`config.mk`:
```
export PLATFORM = sky130hd
export DESIGN_NAME = patch_row_record_parser_unit
export DESIGN_NICKNAME = d
export VERILOG_FILES = /design/src/rtl/prrp_pkg.sv /design/src/rtl/patch_row_record_parser_unit.sv
export SDC_FILE = /design/constraint.sdc
export NUM_CORES = 1
export LEC_CHECK = 0
export BUFFER_PORTS_ARGS = -buffer_cell sky130_fd_sc_hd__buf_2
export CORE_ASPECT_RATIO = 0.9
export CORE_MARGIN = 10
export CORE_UTILIZATION = 30
export DETAILED_ROUTE_END_ITERATION = 6
export SYNTH_ARGS = -nofsm -noshare
export SYNTH_HDL_FRONTEND = slang
export SYNTH_SLANG_ARGS = --single-unit
```
`constraint.sdc`:
```
create_clock -name clk -period 11 [get_ports clk]
set_input_delay 1.65 -clock clk [delete_from_list [all_inputs] [get_ports clk]]
set_output_delay 1.65 -clock clk [all_outputs]
set_load 0.005 [all_outputs]
```
`src/rtl/prrp_pkg.sv`:
```
`default_nettype none

package prrp_pkg;

	// Default header size in bytes and the size of the summary run total.
	localparam int HDR_SIZE_DEF = 12;
	localparam int SUM_TOTAL_BYTES = 8;

	// The summary marker after reset.
	localparam logic [63:0] MARKER_RESET = '1;

	// The record length that a summary header must carry.
	localparam logic [31:0] SUM_RECORD_LEN = 32'd8;

	// Parse phases within a row.
	typedef enum logic [1:0] {
		PH_SUM_HDR,
		PH_SUM_TOTAL,
		PH_REC_HDR,
		PH_PAYLOAD
	} phase_t;

	// Result kinds.
	localparam logic [1:0] KIND_PAYLOAD = 2'd0;
	localparam logic [1:0] KIND_SUMMARY = 2'd1;
	localparam logic [1:0] KIND_ERROR = 2'd2;

	// Error codes.
	localparam logic [2:0] ERR_NONE = 3'd0;
	localparam logic [2:0] ERR_SHORT_ROW = 3'd1;
	localparam logic [2:0] ERR_BAD_SUMMARY = 3'd2;
	localparam logic [2:0] ERR_TRUNC_HEADER = 3'd3;
	localparam logic [2:0] ERR_BAD_RECORD = 3'd4;

endpackage

`default_nettype wire

```
`src/rtl/patch_row_record_parser_unit.sv`:
```
// A word taken at the input is held in the input register, and its result is then written
// into the result register.
// Throughput: one word per cycle if out_stall is low; parse state is updated at the same
// edge that moves a word out of the input register, so back-to-back words need no gap.
// A word that gives no result only updates the parse state.
// Reset (arst_n low, asynchronous) empties both registers, returns the parser to the
// start of a row and sets the summary marker to all ones.
`default_nettype none

module patch_row_record_parser_unit import prrp_pkg::*; #(
	parameter int HDR_SIZE = HDR_SIZE_DEF
) (
	input  wire logic        clk,
	input  wire logic        arst_n,
	// Configuration.
	input  wire logic        cfg_we,
	input  wire logic [63:0] cfg_wdata,
	// Input channel.
	input  wire logic        in_valid,
	output logic             in_stall,
	input  wire logic [7:0]  data_byte,
	input  wire logic [31:0] row_length,
	input  wire logic        row_end,
	// Result channel.
	output logic             out_valid,
	input  wire logic        out_stall,
	output logic [1:0]       kind,
	output logic [63:0]      target_offset,
	output logic [7:0]       payload_byte,
	output logic [63:0]      run_total,
	output logic [2:0]       error_code,
	output logic             record_last,
	output logic             row_last
);

	localparam int CNT_W = $clog2(HDR_SIZE + 1);
	localparam logic [31:0] MIN_ROW = 32'(HDR_SIZE + SUM_TOTAL_BYTES);
	localparam logic [CNT_W-1:0] HDR_LEN = CNT_W'(HDR_SIZE);
	localparam logic [CNT_W-1:0] TOTAL_LAST = CNT_W'(SUM_TOTAL_BYTES - 1);

	// Configuration register.
	logic [63:0] marker_q;

	always_ff @(posedge clk or negedge arst_n) begin
		if (!arst_n) begin
			marker_q <= MARKER_RESET;
		end else if (cfg_we) begin
			marker_q <= cfg_wdata;
		end
	end

	// Input register.
	logic        valid_s1;
	logic [7:0]  byte_s1;
	logic [31:0] rlen_s1;
	logic        rend_s1;
	logic        adv;
	logic        go;

	// The input register moves on when the result register is empty or being taken.
	assign adv = !out_valid || !out_stall;
	assign in_stall = valid_s1 && !adv;
	assign go = valid_s1 && adv;

	always_ff @(posedge clk or negedge arst_n) begin
		if (!arst_n) begin
			valid_s1 <= 1'b0;
		end else if (!in_stall) begin
			valid_s1 <= in_valid;
		end
	end

	always_ff @(posedge clk) begin
		if (in_valid && !in_stall) begin
			byte_s1 <= data_byte;
			rlen_s1 <= row_length;
			rend_s1 <= row_end;
		end
	end

	// Parse state.
	phase_t            phase_q, phase_d;
	logic [CNT_W-1:0]  cnt_q, cnt_d;
	logic [63:0]       off_q, off_d;
	logic [31:0]       len_q, len_d;
	logic [31:0]       pay_q, pay_d;
	logic [63:0]       tgt_q, tgt_d;
	logic [31:0]       rbl_q, rbl_d;
	logic              failed_q, failed_d;

	// Shared decode of the word in the input register.
	logic              first;
	logic              short_err;
	logic              exhausted;
	logic              active;
	logic [31:0]       left_before;
	logic [31:0]       left_after;
	logic [CNT_W-1:0]  cnt_inc;
	logic              hdr_done;
	logic              tot_done;
	logic [63:0]       off_new;
	logic [31:0]       len_new;
	logic              sum_bad;
	logic              trunc;
	logic              rec_bad;
	logic [31:0]       pay_dec;
	logic              pay_end;
	logic [2:0]        err;
	logic              res_valid;

	always_comb begin
		first = (phase_q == PH_SUM_HDR) && (cnt_q == '0);
		left_before = first ? rlen_s1 : rbl_q;
		short_err = first && (rlen_s1 < MIN_ROW);
		exhausted = !short_err && (left_before == '0);
		active = !failed_q && !short_err && !exhausted;
		left_after = left_before - 32'd1;
		cnt_inc = cnt_q + CNT_W'(1);
		hdr_done = cnt_inc >= HDR_LEN;
		tot_done = cnt_q == TOTAL_LAST;

		// Byte lanes of the little-endian offset and length fields.
		off_new = off_q;
		len_new = len_q;
		for (int i = 0; i < 8; i++) begin
			if (cnt_q == CNT_W'(i)) begin
				off_new[8*i +: 8] = off_q[8*i +: 8] | byte_s1;
			end
		end
		for (int i = 0; i < 4; i++) begin
			if (cnt_q == CNT_W'(8 + i)) begin
				len_new[8*i +: 8] = len_q[8*i +: 8] | byte_s1;
			end
		end

		sum_bad = (phase_q == PH_SUM_HDR) && hdr_done &&
			((off_new != marker_q) || (len_new != SUM_RECORD_LEN));
		trunc = (phase_q == PH_REC_HDR) && (cnt_q == '0) &&
			(left_before < 32'(HDR_SIZE));
		rec_bad = (phase_q == PH_REC_HDR) && !trunc && hdr_done &&
			((len_new == '0) || (off_new == marker_q) || (len_new > left_after));
		pay_dec = (pay_q != '0) ? pay_q - 32'd1 : '0;
		pay_end = pay_dec == '0;

		err = ERR_NONE;
		if (!failed_q) begin
			if (short_err) begin
				err = ERR_SHORT_ROW;
			end else if (active && sum_bad) begin
				err = ERR_BAD_SUMMARY;
			end else if (active && trunc) begin
				err = ERR_TRUNC_HEADER;
			end else if (active && rec_bad) begin
				err = ERR_BAD_RECORD;
			end
		end

		res_valid = (err != ERR_NONE) || (active &&
			(((phase_q == PH_SUM_TOTAL) && tot_done) || (phase_q == PH_PAYLOAD)));
	end

	// Next parse state.
	always_comb begin
		phase_d = phase_q;
		cnt_d = cnt_q;
		off_d = off_q;
		len_d = len_q;
		pay_d = pay_q;
		tgt_d = tgt_q;
		rbl_d = rbl_q;
		failed_d = failed_q;
		if (rend_s1) begin
			phase_d = PH_SUM_HDR;
			cnt_d = '0;
			off_d = '0;
			len_d = '0;
			pay_d = '0;
			tgt_d = '0;
			rbl_d = '0;
			failed_d = 1'b0;
		end else if (!failed_q) begin
			if (err != ERR_NONE || exhausted) begin
				failed_d = 1'b1;
			end else begin
				rbl_d = left_after;
				case (phase_q)
					PH_SUM_HDR: begin
						cnt_d = cnt_inc;
						off_d = off_new;
						len_d = len_new;
						if (hdr_done) begin
							phase_d = PH_SUM_TOTAL;
							cnt_d = '0;
							off_d = '0;
							len_d = '0;
						end
					end
					PH_SUM_TOTAL: begin
						cnt_d = cnt_inc;
						off_d = off_new;
						if (tot_done) begin
							phase_d = PH_REC_HDR;
							cnt_d = '0;
							off_d = '0;
							failed_d = left_after == '0;
						end
					end
					PH_REC_HDR: begin
						cnt_d = cnt_inc;
						off_d = off_new;
						len_d = len_new;
						if (hdr_done) begin
							pay_d = len_new;
							tgt_d = off_new;
							phase_d = PH_PAYLOAD;
							cnt_d = '0;
							off_d = '0;
							len_d = '0;
						end
					end
					default: begin
						tgt_d = tgt_q + 64'd1;
						pay_d = pay_dec;
						if (pay_end) begin
							phase_d = PH_REC_HDR;
							cnt_d = '0;
							failed_d = left_after == '0;
						end
					end
				endcase
			end
		end
	end

	always_ff @(posedge clk or negedge arst_n) begin
		if (!arst_n) begin
			phase_q <= PH_SUM_HDR;
			cnt_q <= '0;
			off_q <= '0;
			len_q <= '0;
			pay_q <= '0;
			tgt_q <= '0;
			rbl_q <= '0;
			failed_q <= 1'b0;
		end else if (go) begin
			phase_q <= phase_d;
			cnt_q <= cnt_d;
			off_q <= off_d;
			len_q <= len_d;
			pay_q <= pay_d;
			tgt_q <= tgt_d;
			rbl_q <= rbl_d;
			failed_q <= failed_d;
		end
	end

	// Result fields for the word in the input register.
	logic [1:0]  kind_d;
	logic [63:0] target_d;
	logic [7:0]  pbyte_d;
	logic [63:0] total_d;
	logic        rec_last_d;
	logic        row_last_d;

	always_comb begin
		kind_d = KIND_PAYLOAD;
		target_d = '0;
		pbyte_d = '0;
		total_d = '0;
		rec_last_d = 1'b0;
		row_last_d = rend_s1 || (left_after == '0);
		if (err != ERR_NONE) begin
			kind_d = KIND_ERROR;
			row_last_d = 1'b1;
		end else if (phase_q == PH_SUM_TOTAL) begin
			kind_d = KIND_SUMMARY;
			total_d = off_new;
		end else begin
			target_d = tgt_q;
			pbyte_d = byte_s1;
			rec_last_d = pay_end;
		end
	end

	// Result register.
	always_ff @(posedge clk or negedge arst_n) begin
		if (!arst_n) begin
			out_valid <= 1'b0;
		end else if (adv) begin
			out_valid <= valid_s1 && res_valid;
		end
	end

	always_ff @(posedge clk) begin
		if (go && res_valid) begin
			kind <= kind_d;
			target_offset <= target_d;
			payload_byte <= pbyte_d;
			run_total <= total_d;
			error_code <= err;
			record_last <= rec_last_d;
			row_last <= row_last_d;
		end
	end

	// An error result always closes the row.
	assert property (@(posedge clk) disable iff (!arst_n)
		(out_valid && kind == KIND_ERROR) |-> row_last)
		else $error("error result without row_last");

	// An error code is present exactly on error results.
	assert property (@(posedge clk) disable iff (!arst_n)
		out_valid |-> ((kind == KIND_ERROR) == (error_code != ERR_NONE)))
		else $error("error code does not match result kind");

	// A failed row produces no results.
	assert property (@(posedge clk) disable iff (!arst_n)
		(go && failed_q) |=> !out_valid)
		else $error("result produced after row failure");

	// The end of a row returns the parser to the start of a new row.
	assert property (@(posedge clk) disable iff (!arst_n)
		(go && rend_s1) |=> (phase_q == PH_SUM_HDR && cnt_q == '0 && !failed_q))
		else $error("parser not reset at row end");

	// Only payload results mark the end of a record.
	assert property (@(posedge clk) disable iff (!arst_n)
		(out_valid && record_last) |-> (kind == KIND_PAYLOAD))
		else $error("record_last on a non-payload result");

endmodule

`default_nettype wire
```
# After elaboration in Yosys (flattened, before gate mapping)

Index checks and enable logic that the tools add are counted.

Flip-flop bits (word level): 481
Latch bits: 0
RAM bits: 0
Bits in read-only memories: 0
Input port bits: 110
Memories kept: 0

$add $sub $neg: 4
$mul: 0
Divide/modulo/power cells: 0
Order comparisons: 4
Equality and inequality tests: 23
Shifts and indexed selects: 0
Mux-type cells: 65
Bitwise gates (word level): 13
Reductions and logical operators: 60

Operators with widths:

| operator                | count |
|---|---|
| $mux W64                | 9 |
| $mux W32                | 14 |
| $pmux W64 S2            | 2 |
| $logic_not A32 Y1       | 4 |
| $mux W8                 | 12 |
| $or A8 B8 Y8            | 12 |
| $add A64 B1 Y64 const B | 1 |
| $eq A64 B64 Y1          | 1 |
| $ne A64 B64 Y1          | 1 |
| $pmux W32 S2            | 1 |
| $sub A32 B1 Y32 const B | 2 |
| $gt A32 B32 Y1          | 1 |
| $lt A32 B4 Y1 const B   | 1 |
| $lt A32 B5 Y1 const B   | 1 |
| $ne A32 B4 Y1 const B   | 1 |
| $reduce_bool A32 Y1     | 1 |
| $mux W4                 | 6 |
| $logic_and A1 B1 Y1     | 22 |
| $eq A4 B3 Y1 const B    | 4 |
| $eq A4 B4 Y1 const B    | 4 |
| $mux W3                 | 5 |
| $mux W2                 | 7 |
| $reduce_and A4 Y1       | 3 |
| $ne A3 B3 Y1 const B    | 3 |
| 25 further kinds        | 51 |

# Longest topological paths before layout

Gate-level depths: netlist of run 1.

Word-level depth: 20
Depth in mapped cells: 33

# Least setup slack after synthesis of run 1

Ideal clock, no wire load.

Path kind: register -> register
From: reg cnt_q[0]
To: reg error_code[0] (enable)
Data arrival time: 9.795 ns
Data required time: 10.485 ns
Slack: 0.690 ns
Cell stages (with the launch flop): 32
Buffers on the path: 7
Clock period less this slack: 10.310 ns
Cell sequence: dfrtp_1 -> inv_1 -> ha_1 -> nor4b_4 -> nand2_1 -> buf_2 -> buf_2 -> buf_2 -> buf_2 -> buf_2 -> mux2i_1 -> ha_1 -> clkbuf_1 -> nor3b_1 -> nand2_1 -> nor3_4 -> o21ai_4 -> or3_4 -> or3_1 -> a21oi_1 -> nor2_1 -> ha_1 -> nand4_1 -> nor2_1 -> nand3_1 -> o311ai_0 -> nor4_2 -> a21oi_4 -> nor2_2 -> o21ai_1 -> buf_2 -> o21a_1

Longest elaborated chain between the ends: 18
Elaborated cells between the ends (all ways): 67
Classes of those cells: 2 x add/sub; 3 x order compare; 14 x eq/ne; 18 x mux; 30 x reduce/logical

Ends and longest elaborated chain:

| item                                                                     | RTL line                            | text |
|---|---|---|
| start, declared                                                          | patch_row_record_parser_unit.sv:83  | `logic [CNT_W-1:0] cnt_q, cnt_d;` |
| start signal, assigned                                                   | patch_row_record_parser_unit.sv:247 | `cnt_q <= cnt_d;` |
| parallel branches: the longest is 13 deep, another holds $sub A32 B1 Y32 | --                                  |  |
| $mux W3 (*)                                                              | patch_row_record_parser_unit.sv:147 | `if (short_err) begin` |
| $mux W3 (*)                                                              | patch_row_record_parser_unit.sv:146 | `if (!failed_q) begin` |
| named net err[2]                                                         | patch_row_record_parser_unit.sv:108 | `logic [2:0] err;` |
| $reduce_bool A3 Y1 (*)                                                   | patch_row_record_parser_unit.sv:158 | `res_valid = (err != ERR_NONE) \|\| (active &&` |
| $logic_or A1 B1 Y1 (*)                                                   | patch_row_record_parser_unit.sv:158 |  |
| $logic_and A1 B1 Y1 (*)                                                  | patch_row_record_parser_unit.sv:295 | `if (go && res_valid) begin` |
| end signal, assigned                                                     | patch_row_record_parser_unit.sv:300 | `error_code <= err;` |
| end, declared                                                            | patch_row_record_parser_unit.sv:31  | `output logic [2:0] error_code,` |

Mark *: on every way through the listed nets, which the timed path passes.
A chain may end at the register's enable or synchronous reset.

# Final worst setup path of run 1

From: reg phase_q[1]
To: reg target_offset[18] (enable)

Longest elaborated chain between the ends: 18
Elaborated cells between the ends (all ways): 39
Classes of those cells: 1 x add/sub; 2 x order compare; 3 x eq/ne; 6 x mux; 27 x reduce/logical

Ends and longest elaborated chain:

| item                                                                     | RTL line                            | text |
|---|---|---|
| start, declared                                                          | patch_row_record_parser_unit.sv:82  | `phase_t phase_q, phase_d;` |
| start signal, assigned                                                   | patch_row_record_parser_unit.sv:246 | `phase_q <= phase_d;` |
| parallel branches: the longest is 13 deep, another holds $sub A32 B1 Y32 | --                                  |  |
| $mux W3 (*)                                                              | patch_row_record_parser_unit.sv:147 |  |
| $mux W3 (*)                                                              | patch_row_record_parser_unit.sv:146 |  |
| named net err[2]                                                         | patch_row_record_parser_unit.sv:108 |  |
| $reduce_bool A3 Y1 (*)                                                   | patch_row_record_parser_unit.sv:158 |  |
| $logic_or A1 B1 Y1 (*)                                                   | patch_row_record_parser_unit.sv:158 |  |
| $logic_and A1 B1 Y1 (*)                                                  | patch_row_record_parser_unit.sv:295 |  |
| end signal, assigned                                                     | patch_row_record_parser_unit.sv:297 | `target_offset <= target_d;` |
| end, declared                                                            | patch_row_record_parser_unit.sv:28  | `output logic [63:0] target_offset,` |

Marked as above.

==> results.rst, run 1 <==
.. list-table::
   :header-rows: 1

   * - Metric
     - Value
   * - Max_slew headroom
     - 5.03%
   * - GR Overflow Total
     - 0
   * - Synthesized netlist cell count
     - 2387
   * - Die X-Extent
     - approximately 320 um
   * - Setup TNS
     - 0 ps
   * - Sequential area share after synthesis
     - between 50% and 60%
   * - Maximum number of pins on one net before global-route repair
     - 150
   * - Wire length of the first global-routing pass
     - roughly 130 mm
   * - Worst min path class
     - flip-flop to flip-flop
   * - Outcome
     - finished clean
   * - Path type of the worst setup path
     - flip-flop to flip-flop
   * - GRT Util Overall
     - a little under a fifth
   * - Number of slew-limit violations in the final report
     - 0
   * - Required time reported for the critical path endpoint
     - between 10000 and 15000 ps
   * - Largest buffer count on any clock path
     - 3
   * - Most repeated cell in the gate-level netlist after synthesis
     - dfrtp_1
   * - Clock tree from TritonCTS
     - built
   * - Async set-reset flop share out of synthesis
     - 61.7%
   * - TritonCTS buffer count
     - between 50 and 60
   * - Power per Cell Area
     - about 240 mW/mm^2
   * - Routed WL
     - between 90 and 100 mm
   * - Endpoint arrival time on the critical path
     - approximately 9300 ps
   * - Via density per instance
     - around 5.5
   * - Final routed DRC violation total
     - 0
   * - CTS HTree Levels
     - 2
   * - Biggest fanout along the worst timing path
     - 77
   * - List of most frequent post-synthesis cells
     - 233 x dfrtp_1, 211 x nand2_1, 191 x nor2_1
   * - Leading cell types by total area after synthesis
     - dfrtp_1 23%, edfxtp_1 22%, dfstp_2 6.7%, nand2_1 3.2%, mux2_2 3.0%
   * - Quantity of gates resized following cts
     - 0
   * - Routed via count
     - ~21000
   * - Count of buffers added by post-CTS timing repair for setup
     - 0
   * - Commonest register cell after synthesis
     - dfrtp_1
   * - Layout cell share with drive strength beyond 1
     - a little under a quarter
   * - Die area
     - 0.0953 mm^2
   * - Number of iterations in the first detailed-routing pass
     - 6
   * - Final HPWL DP
     - 64.0 mm
   * - Summed area of non-filler cells in the final layout
     - 0.0295 mm^2
   * - Post-DRT Antenna Nets
     - 0
   * - Source-to-sink clock delay at the later pin of the worst-skew pair
     - 630 ps
   * - Ratio of final minimum period to clock period
     - 82.4%
   * - Setup ws final
     - 1940 ps
   * - Final worst hold slack
     - between 400 and 500 ps
   * - Layout area overhead
     - 18.2%
   * - Peak supply drop
     - 0.000224 V
   * - Achievable Freq
     - around 0.11 GHz
   * - Average size of a mapped cell
     - around 10 um^2
   * - Clock transition at path regs
     - ~70 ps
   * - Via count of the first global-routing pass
     - approximately 20000
   * - Number of synthesized flops with an enable pin
     - between 150 and 200
   * - Crit path launch type
     - flip-flop
   * - Number of hold-repair buffers added at the cts stage
     - 0
   * - Avg WL per Cell
     - between 20 and 25 um
   * - Largest clock skew in the final design
     - roughly 36 ps
   * - Number of nets in the finished design
     - 2757
   * - Number of nets produced by synthesis
     - 2537
   * - Total power after layout
     - between 7000 and 8000 uW
   * - Crit end category
     - flip-flop
   * - Top-level port count
     - roughly 260
   * - Die Ht
     - ~290 um
   * - Total setup violations reported at the end of the flow
     - 0
   * - Standby leakage power
     - 0.0119 uW
   * - Cell Area, Synth
     - around 0.025 mm^2
   * - Warning count from the yosys run
     - 0
   * - Minimum setup slack after placement
     - 2070 ps
   * - Area of placed instances
     - ~0.028 mm^2
   * - Fin crit period
     - a little over 9000 ps
   * - First DRT Iteration DRCs
     - 2551
   * - Register bit count reported by yosys
     - about 480
   * - CTS root buf
     - clkbuf_16
   * - Distinct cells, synth
     - 100
   * - Area leader, netlist
     - dfrtp_1
   * - Number of input and output port buffers inserted
     - between 200 and 300
   * - Count of filler cells inserted in the layout
     - around 8300
   * - Synth top area share
     - a little under a quarter
   * - Cell row count
     - 100
   * - Number of clock sinks seen by CTS
     - between 400 and 500
   * - Core region area
     - ~0.083 mm^2
   * - Maximum capacitance violations
     - 0
   * - Setup repair after global routing missed its margin
     - no
   * - Antenna violations before repair
     - 8
   * - Final weighted congestion of routability-driven global placement
     - 0.925
   * - Hold Vio Cnt, Final
     - 0
   * - Initial core utilization
     - 30.2%
   * - Slew at the pin closest to its max-slew limit
     - approximately 1400 ps
flip-flops by register name, summed over array words and instances (netlist names), 3 cells and up:
| register | flops |
|---|---|
| byte_s1 | 8 |
| cnt_q | 4 |
| error_code | 3 |
| len_q | 32 |
| marker_q | 64 |
| off_q | 64 |
| pay_q | 32 |
| payload_byte | 8 |
| rbl_q | 32 |
| rlen_s1 | 32 |
| run_total | 64 |
| target_offset | 64 |
| tgt_q | 64 |
area by class of cell:
| cell class | instances | area (um^2) | share of cell area [%] |
|---|---|---|---|
| diodes | 2 | 5.00 | 0.0169 |
| flip-flops and latches | 481 | 13000 | 44.1 |
| clock buffers | 70 | 1450 | 4.92 |
| inverters | 68 | 255 | 0.864 |
| well taps | 1122 | 1400 | 4.75 |
| repair buffers | 316 | 1770 | 6.00 |
| multi-input cells | 1686 | 11100 | 37.7 |
| clock inverters | 32 | 484 | 1.64 |
placed cells by master, fill, tap and decap left out, types with 42 or more instances in the layout:
cell,Yosys,layout
dfrtp_1,233,233
a21oi_1,105,105
clkbuf_16,0,55
a31oi_1,69,67
a22o_1,54,54
edfxtp_1,184,184
inv_1,66,66
and2_1,58,57
nor2_1,191,189
o31ai_1,78,78
buf_4,4,60
nand3_1,45,45
nand2_1,211,208
nor3_1,114,114
nand4_1,42,42
buf_2,54,253
dfstp_2,64,64
o21ai_0,78,78
xor2_1,81,81
mux2_2,66,66
routing by layer:
layer | vias to the layer above | routed length (um) | GRT usage (%)
li1 | 9337 | - | -
met2 | 999 | 38300 | 25.7
met3 | 151 | 9080 | 4.92
met4 | 6 | 2980 | 6.04
met1 | 10300 | 39800 | 25.8
met5 | - | 46 | 0
final timing paths:
check	from	end	slack [ps]	cells after the start
max reg2reg	phase_q[1]	target_offset[18]	1940	24
max in group asynchronous	arst_n	off_q[57]	8530	2
max	phase_q[1]	target_offset[18]	1940	24
min reg2reg	off_q[36]	off_q[36]	480	2
min in group asynchronous	arst_n	tgt_q[25]	1000	1
min	off_q[36]	off_q[36]	480	2
cells by family (layout without fill, tap and decap cells):
| kind of cell | after synthesis | count (layout) | synth area share (%) |
|---|---|---|---|
| buf+inv | 220 | 486 | 3.69 |
| other cells | 0 | 2 | 0 |
| simple gates | 856 | 856 | 17.4 |
| xor+xnor | 116 | 116 | 4.20 |
| mux | 91 | 91 | 3.98 |
| compound gates | 583 | 583 | 16.5 |
| fa+ha+maj | 40 | 40 | 2.00 |
| flops | 481 | 481 | 52.1 |
where the power goes:
| part | internal, uW | total, uW | switching (uW) |
|---|---|---|---|
| combinational | 929 | 2710 | 1780 |
| clock | 1190 | 1980 | 788 |
| sequential | 2100 | 2330 | 231 |
worst max-delay path, cell delays in order (launching register included):
cell and delay, ps:
dfrtp_1 860, inv_2 270, nand2_2 110, buf_4 530, mux2i_1 590, ha_1 430, nor3b_1 440, nand2_1 240
nor3_4 300, o21ai_4 130, or3_4 440, or3_1 350, a21oi_1 180, nor2_1 80, ha_1 290, nand4_1 90
nor2_1 160, nand3_1 150, o311ai_0 430, nor4_2 100, a21oi_4 450, nor2_2 170, o21ai_4 420, o21a_4 910
buf_12 420
stage by stage:
| step | utilization, % | cells |
|---|---|---|
| after CTS | 35.7 | 3775 |
| after detailed placement | 33.4 | 3673 |
| after floorplan | - | 2387 |
| final | 35.7 | 3777 |
| after global routing | 35.7 | 3775 |
| after global placement | 33.4 | 3673 |
Note: power is estimated with default switching activity, not from simulation.
==> run 2, diff against run 1 <==
==> constraint.sdc (replaced) <==
create_clock -name clk -period 9.4 [get_ports clk]
set_input_delay 1.41 -clock clk [delete_from_list [all_inputs] [get_ports clk]]
set_output_delay 1.41 -clock clk [all_outputs]
set_load 0.005 [all_outputs]
==> results.rst, run 2 (synthesized netlist as in run 1, its figures left out) <==
.. list-table::
   :header-rows: 1

   * - Metric
     - Value
   * - Number of iterations in the first detailed-routing pass
     - 6 (unchanged)
   * - Top library cells by usage in the layout, fill and taps aside
     - 253 x buf_2, 233 x dfrtp_1, 208 x nand2_1
   * - Cell row count
     - 100 (unchanged)
   * - Flop2flop setup slack
     - 1190 ps (-750 ps)
   * - Endpoint arrival time on the critical path
     - 8700 ps (-640 ps)
   * - Core region area
     - 0.0827 mm^2 (unchanged)
   * - Setup ws final
     - 1190 ps (-749 ps)
   * - Achievable Freq
     - 0.122 GHz (+10%)
   * - Power per Cell Area
     - 283 mW/mm^2 (+19%)
   * - Total setup violations reported at the end of the flow
     - 0 (unchanged)
   * - Setup TNS
     - 0 ps (unchanged)
   * - Setup repair after global routing missed its margin
     - no
   * - Outcome
     - finished clean
   * - Routed via count
     - 20900 (+0.60%)
   * - Area of placed instances
     - 0.0277 mm^2 (+0.28%)
   * - Multi-input combinational cell area
     - 0.0111 mm^2 (about the same)
   * - Largest clock skew in the final design
     - 16.3 ps (-20.0 ps)
   * - Required time reported for the critical path endpoint
     - 9890 ps (-1380 ps)
   * - Largest buffer count on any clock path
     - 3 (unchanged)
   * - Sequential cell area
     - 0.0130 mm^2 (unchanged)
   * - Max_slew headroom
     - 17.1% (+12 points)
   * - Die Ht
     - 294 um (unchanged)
   * - Maximum number of pins on one net before global-route repair
     - 117 (-22%)
   * - Clock transition at path regs
     - 60 ps (about the same)
   * - Final cell utilization of the core
     - 35.6% (-0.11 points)
   * - Maximum capacitance violations
     - 0 (unchanged)
   * - GRT Util Overall
     - 18.0% (about the same)
   * - Layout area overhead
     - 17.8%
   * - Ratio of final minimum period to clock period
     - 87.4% (+5.0 points)
   * - Crit end category
     - flip-flop
   * - Final worst hold slack
     - 479 ps (-1.78 ps)
   * - First DRT Iteration DRCs
     - 2646 (+3.7%)
   * - Fin crit period
     - 8210 ps (-851 ps)
   * - Via density per instance
     - 5.52 (+0.36%)
   * - Post-DRT Antenna Nets
     - 0 (unchanged)
   * - Path type of the worst setup path
     - flip-flop to flip-flop
   * - Number of nets in the finished design
     - 2768 (+0.40%)
   * - Source-to-sink clock delay at the later pin of the worst-skew pair
     - 610 ps (-20 ps)
   * - Count of filler cells inserted in the layout
     - 8279 (+0.13%)
   * - Biggest fanout along the worst timing path
     - 49 (-36%)
   * - Slew at the pin closest to its max-slew limit
     - 1240 ps (-175 ps)
   * - CTS HTree Levels
     - 2 (unchanged)
   * - Initial core utilization
     - 30.2% (unchanged)
   * - Count of buffers added by post-CTS timing repair for setup
     - 0 (unchanged)
   * - Number of clock sinks seen by CTS
     - 481 (unchanged)
   * - Wire length of the first global-routing pass
     - 133 mm (+0.42%)
   * - TritonCTS buffer count
     - 54 (unchanged)
   * - Avg WL per Cell
     - 23.9 um (+0.18%)
   * - Top-level port count
     - 255 (unchanged)
   * - Commonest non-fill, non-tap cell in the layout
     - buf_2
   * - Antenna violations before repair
     - 6 (-2)
   * - Die area
     - 0.0953 mm^2 (unchanged)
   * - Die X-Extent
     - 324 um (unchanged)
   * - Final HPWL DP
     - 64.7 mm (+1.2%)
   * - Number of hold-repair buffers added at the cts stage
     - 0 (unchanged)
   * - Peak supply drop
     - 0.000207 V (-7.3%)
   * - Number of input and output port buffers inserted
     - 254 (unchanged)
   * - Standby leakage power
     - 0.0120 uW (+0.44%)
   * - Worst min path class
     - flip-flop to flip-flop
   * - Layout cell share with drive strength beyond 1
     - 22.7% (+0.14 points)
   * - Final weighted congestion of routability-driven global placement
     - 0.909 (-1.6%)
   * - Hold Vio Cnt, Final
     - 0 (unchanged)
   * - Final routed DRC violation total
     - 0 (unchanged)
   * - Quantity of gates resized following cts
     - 0 (unchanged)
   * - Clock tree from TritonCTS
     - built
   * - CTS root buf
     - clkbuf_16
   * - Crit path launch type
     - flip-flop
   * - Summed area of non-filler cells in the final layout
     - 0.0295 mm^2 (-0.32%)
   * - Minimum setup slack after placement
     - 1410 ps (-663 ps)
   * - Number of slew-limit violations in the final report
     - 0 (unchanged)
   * - Via count of the first global-routing pass
     - 19500 (-0.69%)
   * - Routed WL
     - 90.5 mm (+0.42%)
   * - GR Overflow Total
     - 0 (unchanged)
run 2: critical path, stage by stage, from the launching register on:
cell and delay, ps:
dfrtp_1 820, inv_2 260, nand2_2 130, buf_4 530
mux2i_1 360, ha_1 390, nor3b_1 410, nand2_1 230
nor3_4 310, o21ai_4 140, or3_4 450, or3_1 360
a21oi_1 150, nor2_1 90, ha_1 300, nand4_1 100
nor2_1 170, nand3_1 150, nor4_2 340, a41o_1 260
a21oi_4 110, nor3_4 200, buf_4 500, nand2_2 800
o221ai_1 500
run 2: worst paths after layout:
| path | from | to | cells past startpoint |
|---|---|---|---|
| setup / recovery | phase_q[1] | tgt_q[52] | 24 |
| hold / removal | off_q[52] | off_q[52] | 2 |
| setup reg to reg | phase_q[1] | tgt_q[52] | 24 |
| hold reg to reg | off_q[52] | off_q[52] | 2 |
| max in group asynchronous | arst_n | rbl_q[26] | 2 |
| min in group asynchronous | arst_n | tgt_q[25] | 1 |
run 2: power breakdown:
| group | internal (uW) | switching (uW) | total, uW |
|---|---|---|---|
| combinational | 1160 | 2280 | 3440 |
| clock | 1250 | 894 | 2140 |
| sequential | 2480 | 264 | 2740 |
run 2: routing by layer:
metal | track usage, % | routed length, um | vias up
li1 | - | - | 9359
met1 | 26.6 | 40900 | 10400
met2 | 26.4 | 38800 | 1007
met3 | 3.71 | 8700 | 118
met4 | 4.46 | 2000 | 8
met5 | 0 | 64 | -
run 2: cell type report:
| type | count | area share [%] |
|---|---|---|
| timing repair buffer | 327 | 6.30 |
| clock inverter | 28 | 0.926 |
| inverter | 68 | 0.867 |
| sequential | 481 | 44.3 |
| tap | 1122 | 4.77 |
| multi-input combinational | 1686 | 37.8 |
| antenna | 1 | 0.00850 |
| clock buffer | 73 | 5.08 |
run 2: per-stage QoR:
stage          std cells  power (uW)
3_3_place_gp        3684        6140
5_1_grt             3785        8740
6_report            3786        8320
3_5_place_dp        3684        6150
2_1_floorplan       2387        4790
4_1_cts             3785        8300
